===== config.mk =====
export PLATFORM = sky130hd
export DESIGN_NAME = perceptron_train_and_classify_top
export DESIGN_NICKNAME = d
export VERILOG_FILES = /design/src/sv/ptc_pkg.sv /design/src/sv/ptc_ctrl.sv /design/src/sv/ptc_dp.sv /design/src/sv/perceptron_train_and_classify_top.sv
export SDC_FILE = /design/constraint.sdc
export NUM_CORES = 2
export LEC_CHECK = 0
export ABC_AREA = 1
export BUFFER_PORTS_ARGS = -buffer_cell sky130_fd_sc_hd__buf_4
export CORE_UTILIZATION = 30
export DETAILED_ROUTE_END_ITERATION = 12
export PLACE_DENSITY = 0.41
export RECOVER_POWER = 25
export SLEW_MARGIN = 20
export SYNTH_ARGS = -nofsm -noshare
export SYNTH_HDL_FRONTEND = slang
export SYNTH_SLANG_ARGS = --single-unit

===== constraint.sdc =====
create_clock -name clk -period 9 [get_ports clk]
set_clock_uncertainty 0.2 [all_clocks]
set_input_delay 0.9 -clock clk [delete_from_list [all_inputs] [get_ports clk]]
set_output_delay 0.9 -clock clk [all_outputs]
set_load 0.01 [all_outputs]

===== src/sv/ptc_pkg.sv =====
// Package for the perceptron train/classify block: widths, codes, FSM states,
// and the command/status structs between controller and datapath.
// No dependencies.
package ptc_pkg;

  localparam int VALUE_W          = 16;  // Q4.12 weights and features
  localparam int FRAC_BITS        = 12;
  localparam int ACC_W            = 40;  // Q16.24 accumulator
  localparam int SCORE_W          = 32;
  localparam int LR_W             = 16;
  localparam int NFEAT_W          = 4;
  localparam int WIDX_W           = 4;
  localparam int ACT_W            = 2;
  localparam int LABEL_W          = 2;
  localparam int CLASS_W          = 2;
  localparam int CFG_IDX_W        = 1;
  localparam int CFG_DATA_W       = 16;
  localparam int MUL_A_W          = VALUE_W + 1;
  localparam int PROD_W           = VALUE_W + LR_W + 1;
  localparam int TERM_W           = PROD_W + 2;
  localparam int MAX_FEATURES_DEF = 8;

  localparam logic [LR_W-1:0]    LR_RESET    = LR_W'(66);
  localparam logic [NFEAT_W-1:0] NFEAT_RESET = NFEAT_W'(8);

  localparam logic signed [CLASS_W-1:0] CLASS_POS = 2'sb01;
  localparam logic signed [CLASS_W-1:0] CLASS_NEG = 2'sb11;

  typedef enum logic [ACT_W-1:0] {
    ACT_PREDICT = 2'd0,
    ACT_TRAIN   = 2'd1,
    ACT_LOAD    = 2'd2,
    ACT_NONE    = 2'd3
  } action_t;

  typedef enum logic [CFG_IDX_W-1:0] {
    REG_LEARNING_RATE   = 1'b0,
    REG_FEATURES_IN_USE = 1'b1
  } cfg_reg_t;

  typedef enum logic [3:0] {
    S_IDLE,
    S_FMUL,
    S_FACC,
    S_SCORE,
    S_TCHK,
    S_TRD,
    S_TMUL,
    S_TWR,
    S_EMIT
  } state_t;

  typedef struct packed {
    logic load_w;    // write one weight from the request
    logic capture;   // latch label of a feature request
    logic take;      // store feature, read its weight
    logic mul_feat;  // weight * feature
    logic acc_feat;  // add product into accumulator
    logic rd_bias;   // read bias weight
    logic score;     // form score, clear update index
    logic trn_rd;    // read weight and feature for update
    logic trn_mul;   // alpha * feature
    logic trn_wr;    // write updated weight
    logic emit;      // present result, clear sample state
  } dp_cmd_t;

  typedef struct packed {
    logic pos_lt_active;
    logic err_zero;
    logic trn_last;
  } dp_status_t;

endpackage


===== src/sv/ptc_ctrl.sv =====
// Controller FSM: sequences feature MACs, scoring, the weight update walk
// and result output. Depends on ptc_pkg.
module ptc_ctrl (
  input  logic                       clk,
  input  logic                       rst_n,
  input  logic                       start,
  input  logic [ptc_pkg::ACT_W-1:0]  in_action,
  input  logic                       in_last_feature,
  input  ptc_pkg::dp_status_t        status,
  output ptc_pkg::dp_cmd_t           cmd,
  output logic                       busy
);
  import ptc_pkg::*;

  state_t  state_r, state_nxt;
  logic    last_r, last_nxt;
  logic    train_r, train_nxt;
  action_t act;

  always_ff @(posedge clk) begin
    if (!rst_n) begin
      state_r <= S_IDLE;
      last_r  <= 1'b0;
      train_r <= 1'b0;
    end else begin
      state_r <= state_nxt;
      last_r  <= last_nxt;
      train_r <= train_nxt;
    end
  end

  always_comb begin
    cmd       = '0;
    state_nxt = state_r;
    last_nxt  = last_r;
    train_nxt = train_r;
    act       = action_t'(in_action);
    unique case (state_r)
      S_IDLE: begin
        if (start) begin
          unique case (act)
            ACT_LOAD: cmd.load_w = 1'b1;
            ACT_PREDICT, ACT_TRAIN: begin
              cmd.capture = 1'b1;
              last_nxt    = in_last_feature;
              train_nxt   = (act == ACT_TRAIN);
              if (status.pos_lt_active) begin
                cmd.take  = 1'b1;
                state_nxt = S_FMUL;
              end else if (in_last_feature) begin
                // excess feature closing the sample
                cmd.rd_bias = 1'b1;
                state_nxt   = S_SCORE;
              end
            end
            default: ;
          endcase
        end
      end
      S_FMUL: begin
        cmd.mul_feat = 1'b1;
        state_nxt    = S_FACC;
      end
      S_FACC: begin
        cmd.acc_feat = 1'b1;
        if (last_r) begin
          cmd.rd_bias = 1'b1;
          state_nxt   = S_SCORE;
        end else begin
          state_nxt = S_IDLE;
        end
      end
      S_SCORE: begin
        cmd.score = 1'b1;
        state_nxt = train_r ? S_TCHK : S_EMIT;
      end
      S_TCHK: begin
        state_nxt = status.err_zero ? S_EMIT : S_TRD;
      end
      S_TRD: begin
        cmd.trn_rd = 1'b1;
        state_nxt  = S_TMUL;
      end
      S_TMUL: begin
        cmd.trn_mul = 1'b1;
        state_nxt   = S_TWR;
      end
      S_TWR: begin
        cmd.trn_wr = 1'b1;
        state_nxt  = status.trn_last ? S_EMIT : S_TRD;
      end
      S_EMIT: begin
        cmd.emit  = 1'b1;
        state_nxt = S_IDLE;
      end
      default: state_nxt = S_IDLE;
    endcase
  end

  assign busy = (state_r != S_IDLE);

  a_twr_loop: assert property (@(posedge clk) disable iff (!rst_n)
    (state_r == S_TWR && !status.trn_last) |=> (state_r == S_TRD))
    else $error("update walk did not continue");

  a_emit_idle: assert property (@(posedge clk) disable iff (!rst_n)
    cmd.emit |=> (state_r == S_IDLE && !busy))
    else $error("not idle after result");

  a_one_op: assert property (@(posedge clk) disable iff (!rst_n)
    $onehot0({cmd.load_w, cmd.take, cmd.mul_feat, cmd.acc_feat, cmd.score,
              cmd.trn_rd, cmd.trn_mul, cmd.trn_wr, cmd.emit}))
    else $error("conflicting datapath commands");

endmodule


===== src/sv/ptc_dp.sv =====
// Datapath: config registers, weight store and feature buffer, shared
// multiplier, accumulator, weight update and result registers. Depends on ptc_pkg.
module ptc_dp #(
  parameter int MAX_FEATURES = ptc_pkg::MAX_FEATURES_DEF
) (
  input  logic                                clk,
  input  logic                                rst_n,
  input  logic                                cfg_we,
  input  logic [ptc_pkg::CFG_IDX_W-1:0]       cfg_index,
  input  logic [ptc_pkg::CFG_DATA_W-1:0]      cfg_wdata,
  input  logic [ptc_pkg::WIDX_W-1:0]          in_weight_index,
  input  logic signed [ptc_pkg::VALUE_W-1:0]  in_sample_value,
  input  logic signed [ptc_pkg::LABEL_W-1:0]  in_target_label,
  input  ptc_pkg::dp_cmd_t                    cmd,
  output ptc_pkg::dp_status_t                 status,
  output logic                                out_strobe,
  output logic signed [ptc_pkg::SCORE_W-1:0]  out_raw_score,
  output logic signed [ptc_pkg::CLASS_W-1:0]  out_predicted_class,
  output logic                                out_weights_changed
);
  import ptc_pkg::*;

  localparam int WI  = $clog2(MAX_FEATURES + 1);
  localparam int FW  = (MAX_FEATURES > 1) ? $clog2(MAX_FEATURES) : 1;
  localparam int CW0 = (WI > NFEAT_W) ? WI : NFEAT_W;
  localparam int CW  = (CW0 > WIDX_W) ? CW0 : WIDX_W;
  localparam int NW  = TERM_W - LR_W + 1;
  localparam logic [TERM_W-1:0]         RND    = TERM_W'(1) << (LR_W - 1);
  localparam logic signed [VALUE_W-1:0] ONE_Q  = VALUE_W'(1) << FRAC_BITS;
  localparam logic signed [VALUE_W-1:0] W_MAX  = {1'b0, {(VALUE_W-1){1'b1}}};
  localparam logic signed [VALUE_W-1:0] W_MIN  = {1'b1, {(VALUE_W-1){1'b0}}};

  function automatic logic signed [ACC_W-1:0] sat_acc(input logic signed [ACC_W:0] v);
    logic signed [ACC_W-1:0] r;
    if (v[ACC_W] != v[ACC_W-1])
      r = v[ACC_W] ? {1'b1, {(ACC_W-1){1'b0}}} : {1'b0, {(ACC_W-1){1'b1}}};
    else
      r = v[ACC_W-1:0];
    return r;
  endfunction

  // config
  logic [LR_W-1:0]    lr_r;
  logic [NFEAT_W-1:0] nfeat_r;

  // storage
  logic signed [VALUE_W-1:0] wmem [0:MAX_FEATURES];
  logic [MAX_FEATURES:0]     wvalid_r;
  logic signed [VALUE_W-1:0] fbuf [0:MAX_FEATURES-1];
  logic signed [VALUE_W-1:0] wrd_r, frd_r, val_r;

  // sample state
  logic [WI-1:0]             pos_r, k_r, km1;
  logic signed [ACC_W-1:0]   acc_r, score_r;
  logic signed [PROD_W-1:0]  prod_r, prod_c;
  logic                      label_neg_r, changed_r, bias_sel_r;

  // output registers
  logic                      out_strobe_r, out_changed_r;
  logic signed [SCORE_W-1:0] out_score_r;
  logic signed [CLASS_W-1:0] out_class_r;

  // comb
  logic [CW-1:0]             idx_ext;
  logic                      w_we, w_re;
  logic [WI-1:0]             w_waddr, w_raddr;
  logic signed [VALUE_W-1:0] w_wdata, w_new, mul_b;
  logic signed [MUL_A_W-1:0] mul_a;
  logic signed [ACC_W:0]     acc_sum, score_sum;
  logic signed [TERM_W-1:0]  p2, term, biased;
  logic signed [NW-1:0]      w_sum;
  logic signed [SCORE_W-1:0] score_sat;

  always_ff @(posedge clk) begin
    if (!rst_n) begin
      lr_r    <= LR_RESET;
      nfeat_r <= NFEAT_RESET;
    end else if (cfg_we) begin
      unique case (cfg_reg_t'(cfg_index))
        REG_LEARNING_RATE:   lr_r    <= cfg_wdata[LR_W-1:0];
        REG_FEATURES_IN_USE: nfeat_r <= cfg_wdata[NFEAT_W-1:0];
        default: ;
      endcase
    end
  end

  assign idx_ext = CW'(in_weight_index);
  assign km1     = k_r - WI'(1);

  // weight store port muxing
  always_comb begin
    w_we    = 1'b0;
    w_waddr = k_r;
    w_wdata = w_new;
    if (cmd.load_w) begin
      w_we    = (idx_ext <= CW'(MAX_FEATURES));
      w_waddr = idx_ext[WI-1:0];
      w_wdata = in_sample_value;
    end else if (cmd.trn_wr) begin
      w_we = 1'b1;
    end
    w_re = cmd.take | cmd.rd_bias | cmd.trn_rd;
    priority if (cmd.take)    w_raddr = WI'(pos_r + WI'(1));
    else if (cmd.rd_bias)     w_raddr = '0;
    else                      w_raddr = k_r;
  end

  always_ff @(posedge clk) begin
    if (w_we) wmem[w_waddr] <= w_wdata;
    if (w_re) wrd_r <= wvalid_r[w_raddr] ? wmem[w_raddr] : '0;
    if (cmd.take) fbuf[pos_r[FW-1:0]] <= in_sample_value;
    if (cmd.trn_rd) frd_r <= fbuf[km1[FW-1:0]];
  end

  always_ff @(posedge clk) begin
    if (!rst_n) wvalid_r <= '0;
    else if (w_we) wvalid_r[w_waddr] <= 1'b1;
  end

  // shared multiplier: weight*feature or alpha*feature
  always_comb begin
    if (cmd.trn_mul) begin
      mul_a = {1'b0, lr_r};
      mul_b = bias_sel_r ? ONE_Q : frd_r;
    end else begin
      mul_a = {wrd_r[VALUE_W-1], wrd_r};
      mul_b = val_r;
    end
    prod_c = mul_a * mul_b;
  end

  assign acc_sum   = {acc_r[ACC_W-1], acc_r}
                   + {{(ACC_W+1-PROD_W){prod_r[PROD_W-1]}}, prod_r};
  assign score_sum = {acc_r[ACC_W-1], acc_r}
                   + {{(ACC_W+1-VALUE_W-FRAC_BITS){wrd_r[VALUE_W-1]}}, wrd_r,
                      {FRAC_BITS{1'b0}}};

  // err is +2 or -2; round half up then drop the alpha fraction
  assign p2     = {prod_r[PROD_W-1], prod_r, 1'b0};
  assign term   = label_neg_r ? -p2 : p2;
  assign biased = term + RND;
  assign w_sum  = {{(NW-VALUE_W){wrd_r[VALUE_W-1]}}, wrd_r}
                + {biased[TERM_W-1], biased[TERM_W-1:LR_W]};

  always_comb begin
    if (w_sum[NW-1:VALUE_W-1] == '0 || w_sum[NW-1:VALUE_W-1] == '1)
      w_new = w_sum[VALUE_W-1:0];
    else
      w_new = w_sum[NW-1] ? W_MIN : W_MAX;
    if (score_r[ACC_W-1:SCORE_W-1] == '0 || score_r[ACC_W-1:SCORE_W-1] == '1)
      score_sat = score_r[SCORE_W-1:0];
    else
      score_sat = score_r[ACC_W-1] ? {1'b1, {(SCORE_W-1){1'b0}}}
                                   : {1'b0, {(SCORE_W-1){1'b1}}};
  end

  always_ff @(posedge clk) begin
    if (cmd.capture) label_neg_r <= in_target_label[LABEL_W-1];
    if (cmd.take) val_r <= in_sample_value;
    if (cmd.mul_feat || cmd.trn_mul) prod_r <= prod_c;
    if (cmd.score) score_r <= sat_acc(score_sum);
    if (cmd.trn_rd) bias_sel_r <= (k_r == '0);
    if (cmd.emit) begin
      out_score_r   <= score_sat;
      out_class_r   <= score_r[ACC_W-1] ? CLASS_NEG : CLASS_POS;
      out_changed_r <= changed_r;
    end
  end

  always_ff @(posedge clk) begin
    if (!rst_n) begin
      acc_r        <= '0;
      pos_r        <= '0;
      k_r          <= '0;
      changed_r    <= 1'b0;
      out_strobe_r <= 1'b0;
    end else begin
      out_strobe_r <= cmd.emit;
      if (cmd.acc_feat) begin
        acc_r <= sat_acc(acc_sum);
        pos_r <= pos_r + WI'(1);
      end
      if (cmd.score) begin
        k_r       <= '0;
        changed_r <= 1'b0;
      end
      if (cmd.trn_wr) begin
        k_r       <= k_r + WI'(1);
        changed_r <= changed_r | (w_new != wrd_r);
      end
      if (cmd.emit) begin
        acc_r <= '0;
        pos_r <= '0;
      end
    end
  end

  assign status.pos_lt_active = (CW'(pos_r) < CW'(nfeat_r))
                             && (CW'(pos_r) < CW'(MAX_FEATURES));
  assign status.err_zero      = (label_neg_r == score_r[ACC_W-1]);
  assign status.trn_last      = (k_r == pos_r);

  assign out_strobe          = out_strobe_r;
  assign out_raw_score       = out_score_r;
  assign out_predicted_class = out_class_r;
  assign out_weights_changed = out_changed_r;

  a_clear_on_result: assert property (@(posedge clk) disable iff (!rst_n)
    out_strobe_r |-> (pos_r == '0 && acc_r == '0))
    else $error("sample state not cleared with result");

  a_class_code: assert property (@(posedge clk) disable iff (!rst_n)
    out_strobe_r |-> (out_class_r == CLASS_POS || out_class_r == CLASS_NEG))
    else $error("bad class code");

  a_walk_bound: assert property (@(posedge clk) disable iff (!rst_n)
    cmd.trn_wr |-> (k_r <= pos_r))
    else $error("update walk past sample length");

endmodule


===== src/sv/perceptron_train_and_classify_top.sv =====
// Top level of the perceptron classifier with Rosenblatt training.
// Depends on ptc_pkg, ptc_ctrl, ptc_dp.
//
//   channel   handshake          payload
//   in_       start / busy       action, weight_index, sample_value, target_label,
//                                last_feature
//   out_      out_strobe         raw_score, predicted_class, weights_changed
//   cfg_      cfg_we             cfg_index, cfg_wdata
//
// A weight load writes one weight from the request; a counted feature takes a weight
// read, multiply and accumulate, an excess feature none of these. The last feature
// adds score and result steps for predict; train adds an error check and, with a
// misclassified sample, one weight read, multiply and write-back per weight for
// n+1 weights, n = features counted, through the shared multiplier. out_strobe
// rises in the cycle after the result step.
// Synchronous reset clears weights, sample state and config to defaults.
// out_strobe marks each result for exactly one cycle; the payload holds until the next.
module perceptron_train_and_classify_top #(
  parameter int MAX_FEATURES = ptc_pkg::MAX_FEATURES_DEF
) (
  input  logic                                clk,
  input  logic                                rst_n,
  input  logic                                start,
  output logic                                busy,
  input  logic [ptc_pkg::ACT_W-1:0]           in_action,
  input  logic [ptc_pkg::WIDX_W-1:0]          in_weight_index,
  input  logic signed [ptc_pkg::VALUE_W-1:0]  in_sample_value,
  input  logic signed [ptc_pkg::LABEL_W-1:0]  in_target_label,
  input  logic                                in_last_feature,
  output logic                                out_strobe,
  output logic signed [ptc_pkg::SCORE_W-1:0]  out_raw_score,
  output logic signed [ptc_pkg::CLASS_W-1:0]  out_predicted_class,
  output logic                                out_weights_changed,
  input  logic                                cfg_we,
  input  logic [ptc_pkg::CFG_IDX_W-1:0]       cfg_index,
  input  logic [ptc_pkg::CFG_DATA_W-1:0]      cfg_wdata
);
  import ptc_pkg::*;

  dp_cmd_t    cmd;
  dp_status_t status;

  ptc_ctrl u_ctrl (
    .clk             (clk),
    .rst_n           (rst_n),
    .start           (start),
    .in_action       (in_action),
    .in_last_feature (in_last_feature),
    .status          (status),
    .cmd             (cmd),
    .busy            (busy)
  );

  ptc_dp #(
    .MAX_FEATURES (MAX_FEATURES)
  ) u_dp (
    .clk                 (clk),
    .rst_n               (rst_n),
    .cfg_we              (cfg_we),
    .cfg_index           (cfg_index),
    .cfg_wdata           (cfg_wdata),
    .in_weight_index     (in_weight_index),
    .in_sample_value     (in_sample_value),
    .in_target_label     (in_target_label),
    .cmd                 (cmd),
    .status              (status),
    .out_strobe          (out_strobe),
    .out_raw_score       (out_raw_score),
    .out_predicted_class (out_predicted_class),
    .out_weights_changed (out_weights_changed)
  );

endmodule

Word level (Yosys, flattened, before mapping) --
Memories as Yosys holds them, arrays and structs flattened. A register that Yosys moved wholly into a read port is not among the register bits. Cells that the tools add are included.
Word-level totals: register bits after elaboration 211, memory bits (writable) 272, input port bits 46, output and inout bits 37, word-level logic and storage cells 139, memories 2
Memory list:
- u_dp.wmem | depth 9, width 16, read ports 1, clocked after Yosys merged registers in 1, wr ports 1, line ptc_dp.sv:47 | logic signed [VALUE_W-1:0] wmem [0:MAX_FEATURES];
- u_dp.fbuf | depth 8, width 16, read ports 1, clocked after Yosys merged registers in 1, wr ports 1, line ptc_dp.sv:49 | logic signed [VALUE_W-1:0] fbuf [0:MAX_FEATURES-1];
Cells by class: add/sub/neg operators 8, $mul 1, order comparisons 6, equality and inequality tests 20, mux-type cells 58, bitwise logic cells 6, reduce and logical (&&, ||, !) cells 19
Operator list (count):
- 2-to-1 mux 40 bit | 4
- 2-to-1 mux 16 bit | 5
- 2-to-1 mux 32 bit | 2
- 2-to-1 mux 4 bit | 12
- adder 40 x 28 -> 41 bit | 1
- adder 40 x 33 -> 41 bit | 1
- adder 35 x 16 -> 35 bit, second input constant | 1
- 2-to-1 mux 35 bit | 1
- negation 34 -> 35 bit | 1
- multiplier 17 x 16 -> 33 bit | 1
- one-hot mux 4 bit (8 select lines) | 1
- 2-to-1 mux 1 bit | 24
- adder 16 x 19 -> 20 bit | 1
- 2-to-1 mux 17 bit | 1
- == test 4 x 3 -> 1 bit, second input constant | 4
- inequality test 16 bit | 1
- less-than comparator 4 x 5 -> 1 bit, second input constant | 2
- == test 9 bit, second input constant | 1
- zero test 9 bit | 1
- bitwise OR 9 bit | 1
- adder 4 x 1 -> 4 bit, second input constant | 2
- == test 4 x 2 -> 1 bit, second input constant | 2
- zero test 4 bit | 2
- 2-to-1 mux 2 bit | 3
- other kinds (31) | 43

Logic depth before layout (Yosys ltp) --
word-level depth 12, gate-level depth with buffers 42

Hierarchy --
Synthesis repeated with hierarchy kept, for this count alone.
Second synthesis, totals: cells, all modules 4022, area, all modules 36988.0 sq um
Modules (own cells, without submodules):
- ptc_dp | times used 1, cells each 3942, area each 36516.3 sq um, sequential area each 14463.9 sq um
- ptc_ctrl | times used 1, cells each 80, area each 471.7 sq um, sequential area each 120.1 sq um

Worst setup path before layout --
Ideal clock, no wire load.
path kind reg2reg, from reg u_dp.wrd_r[15] (read register of u_dp.wmem), to reg u_dp.prod_r[31], data pin, setup time 260 ps, arrival 6507 ps, required time 8540 ps, setup slack 2033 ps, cell stages (with the launch flop) 24, clock period less this slack 6967 ps, cell sequence edfxtp_1 > inv_1 > nor2_1 > clkinv_1 > nor2_1 > fa_1 > fa_1 > fa_1 > fa_1 > fa_1 > inv_1 > fa_1 > inv_1 > ha_1 > nand2_1 > nor3_1 > nand3_1 > nand3_1 > nand2_1 > nand2_1 > a21oi_1 > nor2_1 > nor2_1 > xor2_1
Between the ends: longest elaborated chain between the ends 2
RTL lines:
- from (decl) | line ptc_dp.sv:50 | logic signed [VALUE_W-1:0] wrd_r, frd_r, val_r;
- 2-to-1 mux 17 bit | line ptc_dp.sv:122 | if (cmd.trn_mul) begin
- multiplier 17 x 16 -> 33 bit | line ptc_dp.sv:129 | prod_c = mul_a * mul_b;
- via u_dp.prod_c[31] | line ptc_dp.sv:55 | logic signed [PROD_W-1:0] prod_r, prod_c;
- to (signal assigned) | line ptc_dp.sv:160 | if (cmd.mul_feat || cmd.trn_mul) prod_r <= prod_c;
- to (decl) | line ptc_dp.sv:55
The timed path passes the listed nets, and every way through them passes these cells. A chain may end at the register's enable or synchronous reset.

Worst setup path in the final report --
from reg u_ctrl.state_r[2], to reg u_dp.prod_r[31], data pin
Between the ends: longest elaborated chain between the ends 4, elaborated cells on any way between the ends 5, classes of those cells mul (1); eq/ne (1); mux (3)
RTL lines:
- from (decl) | line ptc_ctrl.sv:15 | state_t state_r, state_nxt;
- from (signal assigned) | line ptc_ctrl.sv:26 | state_r <= state_nxt;
- == test 4 x 3 -> 1 bit * | line ptc_ctrl.sv:38 | unique case (state_r)
- 2-to-1 mux 1 bit * | line ptc_ctrl.sv:38
- 2-to-1 mux 17 bit / 2-to-1 mux 16 bit (equally long branches) | line ptc_dp.sv:122
- multiplier 17 x 16 -> 33 bit * | line ptc_dp.sv:129
- via u_dp.prod_c[31] | line ptc_dp.sv:55
Mark *: on every way through the listed nets, which the timed path passes. The rest lies on a longest branch.

==> results.py <==
metrics = {
    "run_status": {
        "status": "finished with violations",
        "violations": "max-capacitance violations, max-slew violations",
    },
    "yosys": {
        "muxShareOfSynthArea": 0,
        "async_flop_share": 0,
        "synthTopCellsByArea": "edfxtp_1 (35%), fa_1 (15%), nand2_1 (8.0%)",
        "synthAdderAreaFrac": 0.214,
        "synth_most_common_cell": "nand2_1",
        "yosys.area.top_type_share": 0.352,
        "seq_area_frac_synth": 0.398,
        "yosys-top-cells-count": "nand2_1 (780), inv_1 (638), nor2_1 (445)",
        "synth-edff-count": 429,
        "post_synth_xor_area_fraction": 0.0351,
        "yosys_warnings": 0,
        "synth.distinct_cells": 63,
        "synth_simple_gate_area_frac": 0.162,
        "syn_nets": 4527,
        "synth_top_family_by_area": "adder cells",
        "synth_area_sq_um": 36600,
        "synth_area_leader_cell": "edfxtp_1",
        "dominantRegCellSynth": "edfxtp_1",
        "synthCells": 4021,
        "synth-compound-area-share": 0.107,
        "avgSynthCellArea_sq_um": 9.10,
        "synth_seq_cells": 514,
    },
    "timing": {
        "post-route-period-util": 0.923,
        "setup_ws_ns": 0.690,
        "drv_slew": 148,
        "period_minus_slack_ns": 8.31,
        "grt_setup_unrepaired": "false",
        "holdWs_ns": 0.219,
        "hold_viol_final": 0,
        "max_clock_freq_mhz": 120,
        "tns_ns": 0,
        "slew_headroom": -0.987,
        "setup_violations": 0,
        "worstMarginPinSlew_ns": 2.98,
    },
    "setup_path": {
        "cp-end-kind": "flop",
        "path_buf_inv": 7,
        "start_kind": "flop",
        "worst_ep_arrival_time_ns": 8.56,
        "cp_slowest_stage_delay_ns": 0.79,
        "cp_max_fo": 17,
        "cp_slowest_cell": "clkinv_1",
        "critPathRequiredTime_ns": 9.25,
        "critPathTopFamily": "adder cells",
        "crit_type": "flop to flop",
    },
    "global_route": {
        "grt_pass1_wl_mm": 172,
        "grt_pass1_vias": 27638,
        "grt-ovfl-total": 0,
        "grt_start_max_net_pins": 70,
        "grt_use_total": 0.184,
        "antenna_found_initial": 2,
    },
    "power": {
        "p_leak_nw": 18.0,
        "p_switching_w": 0.00794,
        "p_seq_frac": 0.216,
        "swShare": 0.475,
        "p_per_area_nw_per_um2": 405,
        "power.share.clock": 0.152,
        "p_comb_frac": 0.632,
        "internal-power_w": 0.00878,
        "ir_drop_mv": 0.604,
    },
    "floorplan": {
        "core-area_sq_um": 120000,
        "start_util": 0.304,
        "die-area_sq_um": 123000,
        "rows": 127,
        "dieHeight_microns": 351,
        "die_w_microns": 351,
        "io_pins": 83,
    },
    "cts": {
        "numCtsBuffers": 61,
        "cts_setup_buffers": 0,
        "cts_tree": "built",
        "h-tree-depth": 2,
        "cts_resized": 0,
        "clk_pin_slew_ns": 0.06,
        "cts_root_buffer": "clkbuf_16",
        "cts_buffer_depth": 3,
        "hold_buffers": 0,
        "clock_latency_ns": 0.70,
        "clock_sinks": 514,
    },
    "placement": {
        "gp_congestion": 0.883,
        "preCtsSetupSlack_ns": 0.748,
        "dp.cells": 5672,
        "dp_hpwl_mm": 82.8,
        "port_buffers": 80,
    },
    "cells_and_area": {
        "nFillCells": 12663,
        "final_nets": 4629,
        "fin_util": 0.343,
        "antenna_cells": 0,
        "layout-drive-gt1-share": 0.0764,
        "area.growth.synth_to_final_pct": 12.9,
        "fin_cells": 5788,
    },
    "routing": {
        "via_per_inst": 4.69,
        "wl_per_cell_microns": 19.3,
        "drt-pass1-iter-count": 7,
        "first_iter_violations": 1511,
        "drc": 0,
        "vias": 27137,
        "wl_mm": 112,
        "final_antenna_net_count": 0,
    },
    "run": {
        "cap_violations": 3,
    },
    "worst_hold_path": {
        "hp-class": "primary input to flop",
    },
}
[registers in the layout (all words and copies together), names as in the netlist, 32 cells and up]
register,cells
u_dp.acc_r,40
u_dp.fbuf,128
u_dp.out_raw_score,32
u_dp.prod_r,33
u_dp.score_r,40
u_dp.wmem,144
[logic make-up after synthesis]
logic type      after synthesis
simple gates               1454
buf+inv                     782
compound gates              666
flops                       514
fa+ha+maj                   460
xor+xnor                    144
other cells                   1
[worst paths after layout]
kind                 startpoint               end  slack, ns  cells past startpoint
min reg2reg        u_dp.lr_r[3]      u_dp.lr_r[3]       0.26                      2
max reg2reg   u_ctrl.state_r[2]   u_dp.prod_r[31]       0.69                     30
min          in_target_label[1]  u_dp.label_neg_r       0.22                      1
max           u_ctrl.state_r[2]   u_dp.prod_r[31]       0.69                     30
[power groups by stage]
| stage | Clock (W) | Sequential (W) | Combinational, W |
|---|---|---|---|
| after floorplan | 0 | 0.00357 | 0.00770 |
| after global placement | 0 | 0.00366 | 0.0107 |
| after detailed placement | 0 | 0.00366 | 0.0107 |
| after CTS | 0.00261 | 0.00361 | 0.0108 |
| after global routing | 0.00270 | 0.00363 | 0.0122 |
| final | 0.00254 | 0.00361 | 0.0106 |
[metrics by stage]
step,total power [W],cell area (sq um)
after floorplan,0.0113,36600
after global placement,0.0144,39400
after detailed placement,0.0143,39400
after CTS,0.0170,41400
after global routing,0.0185,41300
final,0.0167,41300
[layer usage]
metal  up-vias  share of wire  GRT usage
li1      13289              -          -
met5         -        0.00012          0
met2       502           0.45      0.297
met4         2          0.019     0.0405
met1     13230           0.49      0.265
met3       114          0.040     0.0208
[area by class of cell]
cell class / instances / area (sq um) / share of cell area
Multi-Input combinational cell: 2725 / 19000 / 0.461
Sequential cell: 514 / 14600 / 0.353
Inverter: 661 / 2480 / 0.0601
Tap cell: 1612 / 2020 / 0.0488
Clock buffer: 86 / 1680 / 0.0407
Timing Repair Buffer: 160 / 1130 / 0.0273
Clock inverter: 30 / 382 / 0.00924
[cells in the final DEF, fill, tap and decap left out, types with 6 or more instances in the layout]
cell type / instances
a21oi_1: 189
nor2_1: 436
o22ai_1: 18
o21a_1: 8
inv_2: 11
o21ai_0: 225
o211ai_1: 63
clkinv_1: 16
a31oi_1: 47
clkbuf_8: 6
nand3_1: 109
dfxtp_1: 84
o21bai_1: 8
or2_1: 32
or2_2: 8
nor3_2: 9
clkinv_2: 13
nand4_1: 15
fa_1: 279
buf_4: 138
bufinv_16: 6
ha_1: 181
nor4_1: 12
xor2_1: 78
clkbuf_16: 61
inv_1: 637
nand2_1: 780
xnor2_1: 62
edfxtp_1: 429
o21ai_1: 43
clkbuf_1: 39
nor2_2: 18
o211ai_2: 13
nor3_1: 16
a221oi_1: 13
a21o_1: 9
No activity file was read; power rests on OpenSTA's default activity.
